===== src/rtl/rdg_pkg.sv =====
// ============================================================================
// rdg_pkg - shared types and constants of the density grid unit
// Grid geometry, fixed-point constants, command codes, and the control and
// status bundles between the controller and the datapath.
// ============================================================================
package rdg_pkg;

    localparam int MAX_COLS = 64;
    localparam int MAX_ROWS = 64;
    localparam int COL_W    = $clog2(MAX_COLS);
    localparam int ROW_W    = $clog2(MAX_ROWS);
    localparam int CELLS    = MAX_COLS * MAX_ROWS;
    localparam int ADDR_W   = $clog2(CELLS);
    localparam int DATA_W   = 16;
    localparam int CRN_W    = 26;   // corner value, fullness ratio can exceed 1.0
    localparam int SPAN_W   = 23;
    localparam int SX_W     = 25;   // position plus half extent
    localparam int CX_W     = 26;   // signed cell index before clamping
    localparam int DVD_W    = 32;
    localparam int DCNT_W   = 6;
    localparam int ACC_W    = 44;

    localparam logic [DATA_W-1:0] ONE_Q15    = 16'd32768;
    localparam logic [DATA_W-1:0] MIN_CAP    = 16'd33;
    localparam logic [DATA_W-1:0] TRAP_LO    = 16'd1639;
    localparam logic [DATA_W-1:0] TRAP_RISE  = 16'd4915;
    localparam logic [DATA_W-1:0] TRAP_FLAT  = 16'd26214;
    localparam logic [DATA_W-1:0] TRAP_OFS   = 16'd16384;
    localparam logic [DCNT_W-1:0] STEPS_QUOT = 6'd32;
    localparam logic [DCNT_W-1:0] STEPS_FRAC = 6'd16;

    typedef enum logic [2:0] {
        OP_ACCUM   = 3'd0,
        OP_FILL    = 3'd1,
        OP_CONSUME = 3'd2,
        OP_TICK    = 3'd3,
        OP_SDENS   = 3'd4,
        OP_SFULL   = 3'd5,
        OP_MOIST   = 3'd6,
        OP_CLEAR   = 3'd7
    } op_t;

    typedef enum logic [2:0] {
        CFG_GRID_WIDTH  = 3'd0,
        CFG_GRID_HEIGHT = 3'd1,
        CFG_CELL_SPAN   = 3'd2,
        CFG_HALF_X      = 3'd3,
        CFG_HALF_Z      = 3'd4,
        CFG_REGROWTH    = 3'd5,
        CFG_DECAY       = 3'd6
    } cfg_idx_t;

    typedef enum logic [3:0] {
        S_CLR, S_IDLE, S_DISP, S_DIV_GO, S_DIV_WAIT, S_RD, S_RDW,
        S_RATIO, S_LERP, S_SW_RD, S_SW_WR, S_MOIST
    } state_t;

    typedef enum logic [2:0] {
        DIV_X, DIV_XF, DIV_Z, DIV_ZF, DIV_RATIO
    } div_sel_t;

    typedef enum logic [1:0] {
        ADR_CORNER, ADR_SWEEP, ADR_MOIST
    } adr_sel_t;

    typedef enum logic [2:0] {
        WD_ZERO, WD_ACC, WD_CONS, WD_TICK, WD_FILL, WD_MOIST
    } wd_sel_t;

    typedef enum logic [1:0] {
        CRN_DENS, CRN_RATIO, CRN_ZERO
    } crn_src_t;

    typedef enum logic [1:0] {
        VAL_ZERO, VAL_CONS, VAL_SAMPLE
    } val_sel_t;

    typedef struct packed {
        logic       load;
        logic       div_go;
        logic       div_take;
        div_sel_t   div_sel;
        logic [1:0] corner;
        logic       crn_take;
        crn_src_t   crn_src;
        adr_sel_t   addr_sel;
        logic       wr_dens;
        logic       wr_cap;
        wd_sel_t    wd_sel;
        logic [1:0] lerp_idx;
        logic       lerp_a;
        logic       lerp_b;
        logic       lerp_put;
        logic       cnt_clr;
        logic       cnt_inc;
        logic       out_set;
        val_sel_t   val_sel;
    } ctl_cmd_t;

    typedef struct packed {
        op_t  op;
        logic div_done;
        logic cap_small;
        logic cnt_last;
        logic moist_ok;
    } ctl_stat_t;

endpackage


===== src/rtl/rdg_ctrl.sv =====
// ============================================================================
// rdg_ctrl - command sequencer
// Walks each command through coordinate division, store access, corner
// collection, interpolation and whole-grid sweeps.
// ============================================================================
module rdg_ctrl
    import rdg_pkg::*;
(
    input  logic      clk,
    input  logic      rst_n,
    input  logic      start,
    output logic      busy,
    input  ctl_stat_t stat,
    output ctl_cmd_t  ctl
);

    state_t     state_reg, state_next;
    div_sel_t   dsel_reg, dsel_next;
    logic [1:0] k_reg, k_next;
    logic [1:0] li_reg, li_next;
    logic [1:0] lph_reg, lph_next;
    logic       rsp_reg, rsp_next;

    always_ff @(posedge clk or negedge rst_n)
    begin
        if (!rst_n)
        begin
            state_reg <= S_CLR;
            dsel_reg  <= DIV_X;
            k_reg     <= 2'd0;
            li_reg    <= 2'd0;
            lph_reg   <= 2'd0;
            rsp_reg   <= 1'b0;
        end
        else
        begin
            state_reg <= state_next;
            dsel_reg  <= dsel_next;
            k_reg     <= k_next;
            li_reg    <= li_next;
            lph_reg   <= lph_next;
            rsp_reg   <= rsp_next;
        end
    end

    always_comb
    begin
        state_next = state_reg;
        dsel_next  = dsel_reg;
        k_next     = k_reg;
        li_next    = li_reg;
        lph_next   = lph_reg;
        rsp_next   = rsp_reg;
        busy       = (state_reg != S_IDLE);

        ctl.load     = 1'b0;
        ctl.div_go   = 1'b0;
        ctl.div_take = 1'b0;
        ctl.div_sel  = dsel_reg;
        ctl.corner   = k_reg;
        ctl.crn_take = 1'b0;
        ctl.crn_src  = CRN_DENS;
        ctl.addr_sel = ADR_CORNER;
        ctl.wr_dens  = 1'b0;
        ctl.wr_cap   = 1'b0;
        ctl.wd_sel   = WD_ZERO;
        ctl.lerp_idx = li_reg;
        ctl.lerp_a   = 1'b0;
        ctl.lerp_b   = 1'b0;
        ctl.lerp_put = 1'b0;
        ctl.cnt_clr  = 1'b0;
        ctl.cnt_inc  = 1'b0;
        ctl.out_set  = 1'b0;
        ctl.val_sel  = VAL_ZERO;

        unique case (state_reg)
            S_CLR:
            begin
                ctl.addr_sel = ADR_SWEEP;
                ctl.wr_dens  = 1'b1;
                ctl.wr_cap   = 1'b1;
                ctl.wd_sel   = WD_ZERO;
                ctl.cnt_inc  = 1'b1;
                if (stat.cnt_last)
                begin
                    ctl.out_set = rsp_reg;
                    rsp_next    = 1'b0;
                    state_next  = S_IDLE;
                end
            end
            S_IDLE:
            begin
                if (start)
                begin
                    ctl.load   = 1'b1;
                    state_next = S_DISP;
                end
            end
            S_DISP:
            begin
                unique case (stat.op)
                    OP_ACCUM, OP_CONSUME, OP_SDENS, OP_SFULL:
                    begin
                        dsel_next  = DIV_X;
                        state_next = S_DIV_GO;
                    end
                    OP_FILL, OP_TICK:
                    begin
                        ctl.cnt_clr = 1'b1;
                        state_next  = S_SW_RD;
                    end
                    OP_MOIST:
                    begin
                        state_next = S_MOIST;
                    end
                    OP_CLEAR:
                    begin
                        ctl.cnt_clr = 1'b1;
                        rsp_next    = 1'b1;
                        state_next  = S_CLR;
                    end
                    default:
                    begin
                        state_next = S_IDLE;
                    end
                endcase
            end
            S_DIV_GO:
            begin
                ctl.div_go = 1'b1;
                state_next = S_DIV_WAIT;
            end
            S_DIV_WAIT:
            begin
                if (stat.div_done)
                begin
                    ctl.div_take = 1'b1;
                    unique case (dsel_reg)
                        DIV_X:
                        begin
                            dsel_next  = DIV_XF;
                            state_next = S_DIV_GO;
                        end
                        DIV_XF:
                        begin
                            dsel_next  = DIV_Z;
                            state_next = S_DIV_GO;
                        end
                        DIV_Z:
                        begin
                            dsel_next  = DIV_ZF;
                            state_next = S_DIV_GO;
                        end
                        default:
                        begin
                            k_next     = 2'd0;
                            state_next = S_RD;
                        end
                    endcase
                end
            end
            S_RD:
            begin
                state_next = S_RDW;
            end
            S_RDW:
            begin
                unique case (stat.op)
                    OP_ACCUM:
                    begin
                        ctl.wr_cap  = 1'b1;
                        ctl.wd_sel  = WD_ACC;
                        ctl.out_set = 1'b1;
                        state_next  = S_IDLE;
                    end
                    OP_CONSUME:
                    begin
                        ctl.wr_dens = 1'b1;
                        ctl.wd_sel  = WD_CONS;
                        ctl.out_set = 1'b1;
                        ctl.val_sel = VAL_CONS;
                        state_next  = S_IDLE;
                    end
                    default:
                    begin
                        if (stat.op == OP_SFULL && !stat.cap_small)
                        begin
                            ctl.div_sel = DIV_RATIO;
                            ctl.div_go  = 1'b1;
                            state_next  = S_RATIO;
                        end
                        else
                        begin
                            ctl.crn_take = 1'b1;
                            ctl.crn_src  = (stat.op == OP_SFULL) ? CRN_ZERO : CRN_DENS;
                            k_next       = k_reg + 2'd1;
                            if (k_reg == 2'd3)
                            begin
                                li_next    = 2'd0;
                                lph_next   = 2'd0;
                                state_next = S_LERP;
                            end
                            else
                            begin
                                state_next = S_RD;
                            end
                        end
                    end
                endcase
            end
            S_RATIO:
            begin
                ctl.div_sel = DIV_RATIO;
                if (stat.div_done)
                begin
                    ctl.div_take = 1'b1;
                    ctl.crn_take = 1'b1;
                    ctl.crn_src  = CRN_RATIO;
                    k_next       = k_reg + 2'd1;
                    if (k_reg == 2'd3)
                    begin
                        li_next    = 2'd0;
                        lph_next   = 2'd0;
                        state_next = S_LERP;
                    end
                    else
                    begin
                        state_next = S_RD;
                    end
                end
            end
            S_LERP:
            begin
                unique case (lph_reg)
                    2'd0:
                    begin
                        ctl.lerp_a = 1'b1;
                        lph_next   = 2'd1;
                    end
                    2'd1:
                    begin
                        ctl.lerp_b = 1'b1;
                        lph_next   = 2'd2;
                    end
                    default:
                    begin
                        ctl.lerp_put = 1'b1;
                        lph_next     = 2'd0;
                        li_next      = li_reg + 2'd1;
                        if (li_reg == 2'd2)
                        begin
                            ctl.out_set = 1'b1;
                            ctl.val_sel = VAL_SAMPLE;
                            state_next  = S_IDLE;
                        end
                    end
                endcase
            end
            S_SW_RD:
            begin
                ctl.addr_sel = ADR_SWEEP;
                state_next   = S_SW_WR;
            end
            S_SW_WR:
            begin
                ctl.addr_sel = ADR_SWEEP;
                ctl.wr_dens  = 1'b1;
                ctl.wd_sel   = (stat.op == OP_TICK) ? WD_TICK : WD_FILL;
                ctl.cnt_inc  = 1'b1;
                if (stat.cnt_last)
                begin
                    ctl.out_set = 1'b1;
                    state_next  = S_IDLE;
                end
                else
                begin
                    state_next = S_SW_RD;
                end
            end
            S_MOIST:
            begin
                ctl.addr_sel = ADR_MOIST;
                ctl.wr_cap   = stat.moist_ok;
                ctl.wd_sel   = WD_MOIST;
                ctl.out_set  = 1'b1;
                state_next   = S_IDLE;
            end
            default:
            begin
                state_next = S_IDLE;
            end
        endcase
    end

endmodule


===== config.mk =====
export PLATFORM = sky130hd
export DESIGN_NAME = rdg_ctrl
export DESIGN_NICKNAME = d
export VERILOG_FILES = /design/src/rtl/rdg_pkg.sv /design/src/rtl/rdg_ctrl.sv
export SDC_FILE = /design/constraint.sdc
export NUM_CORES = 1
export LEC_CHECK = 0
export BUFFER_PORTS_ARGS = -buffer_cell sky130_fd_sc_hd__buf_2
export CAP_MARGIN = 20
export CORE_MARGIN = 3
export CORE_UTILIZATION = 28
export DETAILED_ROUTE_END_ITERATION = 8
export GPL_TIMING_DRIVEN = 0
export PLACE_DENSITY = 0.51
export SLEW_MARGIN = 20
export SYNTH_ARGS = -nofsm -noshare
export SYNTH_HDL_FRONTEND = slang
export SYNTH_SLANG_ARGS = --single-unit

===== constraint.sdc =====
create_clock -name clk -period 4.08 [get_ports clk]
set_clock_uncertainty 0.1 [all_clocks]
set_input_delay 0 -clock clk [delete_from_list [all_inputs] [get_ports clk]]
set_output_delay 0 -clock clk [all_outputs]
set_load 0.1 [all_outputs]

==> results of run 1 <==
[through the flow]
step / worst slack (ps) / hold WS, ps
3_5_place_dp: 1660 / -188
3_3_place_gp: 1670 / -191
4_1_cts: 1380 / 86.4
2_1_floorplan: 513 / -396
6_report: 1360 / 86.3
5_1_grt: 1120 / 121
[synth_stat cells (all sizes together), types with 2 or more instances]
library cell	instances
nand4	2
mux2	3
o31ai	3
buf	4
nand2	13
o22ai	3
nor4b	4
nand3	2
a2bb2oi	2
nor3b	2
nand2b	5
inv	11
nor4	6
nor2b	5
o2bb2ai	2
ha	6
nor2	19
nand3b	2
dfrtp	13
or4b	2
a21o	7
o21bai	2
and3	4
a21oi	8
o21a	2
nor3	9
nand4bb	2
or3	2
o21ai	7
clkbuf	11
[worst max-delay path, delay by kind of cell (launching register included)]
| family | cells | cell delay [ps] |
|---|---|---|
| compound gates | 1 | 90 |
| simple gates | 3 | 640 |
| flops | 1 | 420 |
| buf+inv | 3 | 1210 |
[per-layer routing]
layer / vias to the layer above / part of all wire
met1: 686 / 0.46
met2: 59 / 0.45
met5: - / 0
met3: 8 / 0.074
met4: 0 / 0.016
li1: 743 / -
[placed cells by master, fill, tap and decap left out, drive strengths merged, types with 3 or more instances in the layout]
cell type    synthesis  layout
a21o                 7       7
o22ai                3       3
buf                  4      41
nor3                 9       9
nand2               13      13
ha                   6       6
dlygate4sd3          0       3
clkbuf              11      15
mux2                 3       3
nor2b                5       5
nor2                19      19
o21ai                7       7
nor4                 6       6
nand2b               5       5
nor4b                4       4
a21oi                8       8
and3                 4       4
dfrtp               13      13
inv                 11      11
o31ai                3       3
[logic make-up after synthesis]
kind of cell | Yosys count
AOI/OAI and AO/OA | 45
buffers and inverters | 26
muxes | 4
and+or+nand+nor | 86
adders and majority gates | 6
DFF | 13
[final timing paths]
kind                                          startpoint                  endpoint  slack [ps]  cells past startpoint
worst min-delay path                               rst_n  state_reg[0]$_DFFE_PN0P_          90                      2
worst min register to register    lph_reg[0]$_DFFE_PN0P_    lph_reg[0]$_DFFE_PN0P_         400                      1
max in group asynchronous                          rst_n  state_reg[1]$_DFFE_PN0P_        3560                      2
worst max-delay path            state_reg[3]$_DFFE_PN0P_                    ctl[2]        1360                      7
min in group clk                                 stat[4]  state_reg[3]$_DFFE_PN0P_         240                      5
worst max register to register  state_reg[2]$_DFFE_PN0P_    lph_reg[0]$_DFFE_PN0P_        1890                      5
[cell type report]
cell class,instances,area share
clock buffers,4,0.0267
flip-flops and latches,13,0.193
multi-input cells,141,0.552
plain buffers,15,0.0385
repair buffers,40,0.128
well taps,52,0.0385
inverters,11,0.0245
[what timing repair did]
action / CTS / global route
hold endpoints to repair: 15 / 0
gates resized for setup: 0 / 0
hold buffers: 3 / 0
==> flow_summary.toml, run 1 <==
[outcome]
status = "finished clean"

[floorplanning]
initial_utilization = 0.300
die_w_um = 75.4
die_h_um = 75.4
std_cell_rows = 24
ios = 39
core-area_um2 = 4500
die_area_um2 = 5690

[logic_synthesis]
ys_warn_count = 0
ys_ff_latch = 13
synthesis.nets = 196
yosys.area.top_type = "dfrtp_1"
syn_area_um2 = 1350
synth_mux_area_frac = 0.0324
synth_enable_flop_cells = 0
synth.distinct_cells = 51
syn_inst = 180
synth_area_leaders = "dfrtp_1 24%, ha_1 5.6%, nor2_1 5.3%"
synth_top_family_by_area = "simple AND/OR/NAND/NOR gates"
synth_flop_cell = "dfrtp_1"
synthSimpleGateAreaFrac = 0.363
synthDominantCellAreaShare = 0.241
synth-seq-area-share = 0.241
async_flop_share = 1.00
synth_compound_area_frac = 0.229
synth_area_per_cell_um2 = 7.50
synthXorXnorAreaFrac = 0
synth_fa_ha_area_frac = 0.0556

[sta]
post-route-min-period_ps = 2720
slew_violations = 0
setup_tns_ps = 0
setup_viol = 0
rsz0062_at_grt = "no"
hold_viol_final = 0
max-slew-margin-rel = 0.455
finalCritPeriodShare = 0.666
worstMarginPinSlew_ps = 806
fmax_mhz = 368

[critical_path]
cp-end-kind = "output port"
cpMaxStageDelayCell = "buf_2"
crit_type = "flip-flop to output port"
cpPeakStageDelay_ps = 450
required_ps = 3980
start_kind = "flip-flop"
arrival_ps = 2620
cp_cell_sequence = "clkbuf_1, buf_1, nor2b_1, nand3_1, nor3b_1, o21ai_0, buf_2"
critPathMaxFanout = 10

[cells_and_area]
syn2layout_area_growth_pct = 25.0
regArea_um2 = 325
multiInputGateArea_um2 = 931
drive_gt1_frac = 0.219
largest_reg_flops = 4
fin_util = 0.375
fin_area_um2 = 1690
finalNonFillerCells = 276
antenna_cells = 0
nFillCells = 493
nNetsFinal = 241

[drt]
via_count = 1496
routed_via_density = 5.42
routed_wl_um = 4000
ant_nets = 0
wire_per_inst_um = 14.5
drc = 0
drt_iter0_drc = 100
dr.pass1.iters = 4

[clock_tree]
cts-root-buf = "clkbuf_8"
cts_tree = "done"
clkSinkCount = 13
clockBufferDepth = 2
cts_buffers = 3
ctsHtreeMaxLevel = 1
insertion_delay_ps = 240
path_clk_slew_ps = 50
cts_setup_buffers = 0

[grt]
busiest_layer = "met2"
grt_max_degree = 14
grtUsageMet3 = 0.0343
met1_usage = 0.211
antenna_found_initial = 0
grt_pass1_vias = 1383
gr-usage-all-layers = 0.150
grtUsageMet2 = 0.236
overflow = 0
grt_pass1_wl_um = 6640

[placed_design]
post-place-cells = 269
port_buffers = 37
place_hpwl_um = 3150
dpl_cell_area_um2 = 1610
routabilityCongestion = 0.855

[flow_run]
maxCapViolCount = 0

[hold_path]
min_path_type = "primary input to asynchronous set/reset pin"
Power of run 1 is left out: the tool's default activity adds up to more than one toggle a clock period on the data nets, which glitch-free logic cannot reach.
==> run 2: changes to the inputs <==
--- a/config.mk
+++ b/config.mk
@@ -11,7 +11,7 @@
 export CORE_UTILIZATION = 28
 export DETAILED_ROUTE_END_ITERATION = 8
 export GPL_TIMING_DRIVEN = 0
-export PLACE_DENSITY = 0.51
+export PLACE_DENSITY = 0.53
 export SLEW_MARGIN = 20
 export SYNTH_ARGS = -nofsm -noshare
 export SYNTH_HDL_FRONTEND = slang
==> constraint.sdc (replaced) <==
create_clock -name clk -period 2.3 [get_ports clk]
set_clock_uncertainty 0.1 [all_clocks]
set_input_delay 0 -clock clk [delete_from_list [all_inputs] [get_ports clk]]
set_output_delay 0 -clock clk [all_outputs]
set_load 0.1 [all_outputs]
==> run 2 against run 1 <==
Effect of this change: first-iteration DRC count up 21%; sequential cell count unchanged; cell count unchanged; global-route usage up 0.38 points; cell area up 10%; register-to-register slack worse by 1800 ps; die area unchanged; sequential share of layout area down 1.5 points; routed wire length up 0.85%; count of clock-buffer cells in the layout unchanged; critical endpoint is now k_reg[0]$_DFFE_PN0P_.
==> flow_summary.toml, run 2 (same netlist as run 1, synthesis figures left out) <==
[outcome]
status = "finished clean"

[floorplanning]
std_cell_rows = 24
ios = 39
die_h_um = 75.4
core-area_um2 = 4500
die_w_um = 75.4
initial_utilization = 0.300
die_area_um2 = 5690

[sta]
slew_violations = 0
worstMarginPinSlew_ps = 789
post-route-min-period_ps = 2180
setup_viol = 0
finalCritPeriodShare = 0.949
rsz0062_at_grt = "no"
hold_viol_final = 0
max-slew-margin-rel = 0.467
fmax_mhz = 458

[clock_tree]
path_clk_slew_ps = 60
ctsHtreeMaxLevel = 1
cts_buffers = 3
cts-root-buf = "clkbuf_8"
insertion_delay_ps = 240
clkSinkCount = 13
cts_tree = "done"
clockBufferDepth = 2

[cells_and_area]
antenna_cells = 0
fin_util = 0.413
drive_gt1_frac = 0.366
regArea_um2 = 330
largest_reg_flops = 4
nFillCells = 470
finalNonFillerCells = 276
nNetsFinal = 241
multiInputGateArea_um2 = 1050
syn2layout_area_growth_pct = 37.7
layout_commonest_cell = "buf_2"
fin_area_um2 = 1860
layout_common_cells = "31 x buf_2, 13 x nor2_1, 13 x nand2_1"

[drt]
routed-wl-met2_um = 1770
wl_met1_um = 2050
drt_iter0_drc = 121
dr.pass1.iters = 4
routed_via_density = 5.32
ant_nets = 0
top_layer_used = "met3"
drc = 0
routed_wl_um = 4040
wl_met3_um = 215
via_count = 1469
wire_per_inst_um = 14.6

[grt]
antenna_found_initial = 0
gr-usage-all-layers = 0.154
grt_max_degree = 14
grt_pass1_wl_um = 6780
grt_pass1_vias = 1346
overflow = 0

[placed_design]
post-place-cells = 269
port_buffers = 37
place_hpwl_um = 3110
dpl_cell_area_um2 = 1720
routabilityCongestion = 0.829

[critical_path]
required_ps = 2320
cp-end-kind = "flip-flop"
arrival_ps = 2210
critPathMaxFanout = 7
crit_type = "flip-flop to flip-flop"
start_kind = "flip-flop"

[power_and_ir_drop]
p_leak_nw = 0.889
clockPowerShare = 0.074
power.internal_mw = 0.973
swShare = 0.644
p_seq_frac = 0.151
ir_worst_vdd_mv = 0.617
power.density_nw_per_um2 = 1470
switching_power_mw = 1.76
fin_total_pwr_mw = 2.74
power_frac_comb = 0.775

[flow_run]
maxCapViolCount = 0

[hold_path]
min_path_type = "primary input to asynchronous set/reset pin"
==> run 2: layer usage <==
layer,vias to the layer above,global-route usage
li1,745,-
met1,685,0.238
met2,39,0.223
met3,0,0.0290
met4,0,0.0233
met5,-,0
==> run 2: path summary, 6_finish.rpt <==
path | end | depth (start not counted) | start | slack, ps
setup / recovery | k_reg[0]$_DFFE_PN0P_ | 5 | state_reg[0]$_DFFE_PN0P_ | 120
hold / removal | li_reg[1]$_DFFE_PN0P_ | 2 | rst_n | 80
setup reg to reg | k_reg[0]$_DFFE_PN0P_ | 5 | state_reg[0]$_DFFE_PN0P_ | 120
hold reg to reg | k_reg[1]$_DFFE_PN0P_ | 1 | k_reg[1]$_DFFE_PN0P_ | 410
max in group asynchronous | k_reg[1]$_DFFE_PN0P_ | 2 | rst_n | 1760
min in group clk | rsp_reg$_DFFE_PN0P_ | 4 | stat[4] | 260
==> run 2: final cells by class <==
cell class,instances,area share
multi-input combinational,141,0.567
timing repair buffer,40,0.131
inverter,11,0.0222
tap,52,0.0350
sequential,13,0.178
clock buffer,4,0.0242
buffer,15,0.0437
==> run 2: worst max-delay path, stage by stage, from the launching register on <==
cell and delay (ps):
dfrtp_1 450, or4b_1 530, clkbuf_2 180, a21o_1 240, and3b_1 240, mux2_1 320
==> run 2: what timing repair did <==
| action | CTS | global route |
|---|---|---|
| hold endpoints to repair | 15 | 0 |
| hold buffers | 3 | 0 |
| buffers inserted | 0 | 0 |
| gates resized for setup | 11 | 20 |
| setup endpoints to repair | 11 | 13 |
==> run 2: stage by stage <==
stage / setup TNS [ps] / setup WS, ps / hold slack (ps)
after detailed placement: -49.3 / -49.3 / -180
after global routing: 0 / 9.62 / 108
after CTS: -35.6 / -28.1 / 95.4
after floorplan: -476 / -433 / -396
after global placement: -67.3 / -67.3 / -185
final: 0 / 117 / 81.8
==> run 2: power by group through the flow <==
stage / registers (mW) / logic (mW) / clock network [mW]
2_1_floorplan: 0.534 / 1.62 / 0
3_3_place_gp: 0.412 / 2.06 / 0
3_5_place_dp: 0.414 / 2.06 / 0
4_1_cts: 0.413 / 2.09 / 0.213
5_1_grt: 0.427 / 2.27 / 0.231
6_report: 0.412 / 2.12 / 0.203
(Power assumes the default switching activity.)
==> run 3: changes to the inputs <==
--- a/config.mk
+++ b/config.mk
@@ -7,11 +7,12 @@
 export LEC_CHECK = 0
 export BUFFER_PORTS_ARGS = -buffer_cell sky130_fd_sc_hd__buf_2
 export CAP_MARGIN = 20
+export CORE_ASPECT_RATIO = 0.8
 export CORE_MARGIN = 3
-export CORE_UTILIZATION = 28
+export CORE_UTILIZATION = 43
 export DETAILED_ROUTE_END_ITERATION = 8
 export GPL_TIMING_DRIVEN = 0
-export PLACE_DENSITY = 0.53
+export PLACE_DENSITY = 0.74
 export SLEW_MARGIN = 20
 export SYNTH_ARGS = -nofsm -noshare
 export SYNTH_HDL_FRONTEND = slang
==> run 3 against run 2 <==
Effect of this change: global-route usage increased by 7.2 points; non-clock buffer count is the same; via count grew 4.2%; worst setup slack got worse by 12 ps; cell count down 5.1%; first-iteration DRC count fell by 2.5%; count of clock-buffer cells in the layout did not move; critical endpoint is now ctl[14].
==> flow_summary.toml, run 3 (same netlist as run 1, synthesis figures left out) <==
[critical_path]
required_ps = 2200
cp-end-kind = "output port"
crit_type = "flip-flop to output port"
critPathMaxFanout = 10
start_kind = "flip-flop"
arrival_ps = 2100

[sta]
whs_ps = 59.8
post-route-min-period_ps = 2200
fmax_mhz = 456
setup_tns_ps = 0
max-slew-margin-rel = 0.533
finalCritPeriodShare = 0.954
slew_violations = 0
setup_viol = 0
worstMarginPinSlew_ps = 691
hold_viol_final = 0

[placed_design]
post-place-cells = 255
place_hpwl_um = 3210
port_buffers = 37
routabilityCongestion = 0.880

[clock_tree]
cts_buffers = 3
ctsHtreeMaxLevel = 1
clockBufferDepth = 2
clkSinkCount = 13
cts-root-buf = "clkbuf_8"
insertion_delay_ps = 240
path_clk_slew_ps = 50
cts_tree = "done"

[cells_and_area]
regArea_um2 = 330
drive_gt1_frac = 0.371
syn2layout_area_growth_pct = 37.7
multiInputGateArea_um2 = 1070
layout_commonest_cell = "buf_2"
largest_reg_flops = 4
layout_common_cells = "30 x buf_2, 13 x nor2_1, 13 x nand2_1"
fin_util = 0.647
nFillCells = 261
nNetsFinal = 241
finalNonFillerCells = 262
antenna_cells = 0

[floorplanning]
ios = 39
std_cell_rows = 17
die_w_um = 68.6
die_h_um = 56.1
core-area_um2 = 2870
initial_utilization = 0.470
die_area_um2 = 3850

[drt]
dr.pass1.iters = 4
drt_iter0_drc = 118
wire_per_inst_um = 15.7
routed_wl_um = 4130
ant_nets = 0
drc = 0
routed_via_density = 5.84
via_count = 1530

[flow_run]
maxCapViolCount = 0

[grt]
overflow = 0
gr-usage-all-layers = 0.226
grt_max_degree = 14
grt_pass1_wl_um = 6860
grt_pass1_vias = 1513
antenna_found_initial = 0

[outcome]
status = "finished clean"

[hold_path]
min_path_type = "primary input to asynchronous set/reset pin"
run 3: cell types whose count changed in the layout (fill, tap and decap cells not counted):
cell,delta
buf_4,+1
nor4b_4,+1
buf_2,-1
nor4b_1,-1
run 3: metal layers:
layer  global-route usage  part of all wire  up-vias
li1                     -                 -      745
met1                0.291              0.43      721
met2                0.366              0.49       60
met3               0.0727             0.079        4
met4               0.0397            0.0046        0
met5                    0                 0        -
run 3: critical path: stages, from the launching register on:
cell and delay, ps:
dfrtp_1 460, clkbuf_2 300, nand2b_1 330, nor2_1 120, or3_1 350, buf_2 300
run 3: metrics by stage:
step	worst slack, ps	cell area (um^2)
floorplan	-433	1470
global placement	10.3	1700
detailed placement	-43.8	1700
CTS	2.34	1810
global route	-0.103	1860
finish	105	1860
run 3: cell type report:
type,instances,share of cell area
plain buffers,15,0.0437
flip-flops and latches,13,0.178
repair buffers,40,0.132
well taps,38,0.0256
multi-input cells,141,0.575
clock buffers,4,0.0242
inverters,11,0.0222
run 3: worst paths after layout:
kind | start | to | slack [ps] | depth (start not counted)
setup reg to reg | state_reg[0]$_DFFE_PN0P_ | k_reg[1]$_DFFE_PN0P_ | 120 | 5
min in group clk | start | state_reg[0]$_DFFE_PN0P_ | 250 | 5
hold reg to reg | k_reg[1]$_DFFE_PN0P_ | k_reg[1]$_DFFE_PN0P_ | 410 | 1
max in group asynchronous | rst_n | k_reg[1]$_DFFE_PN0P_ | 1800 | 2
setup / recovery | state_reg[0]$_DFFE_PN0P_ | ctl[14] | 100 | 5
hold / removal | rst_n | lph_reg[1]$_DFFE_PN0P_ | 60 | 2
run 3: timing repair:
item                                   CTS  global route
setup endpoints to repair               14            19
hold buffers                             3             0
resized for setup                       13            20
endpoints found under the hold margin   15             0
buffers inserted                         0             0
Power of run 3 is left out for the same reason.
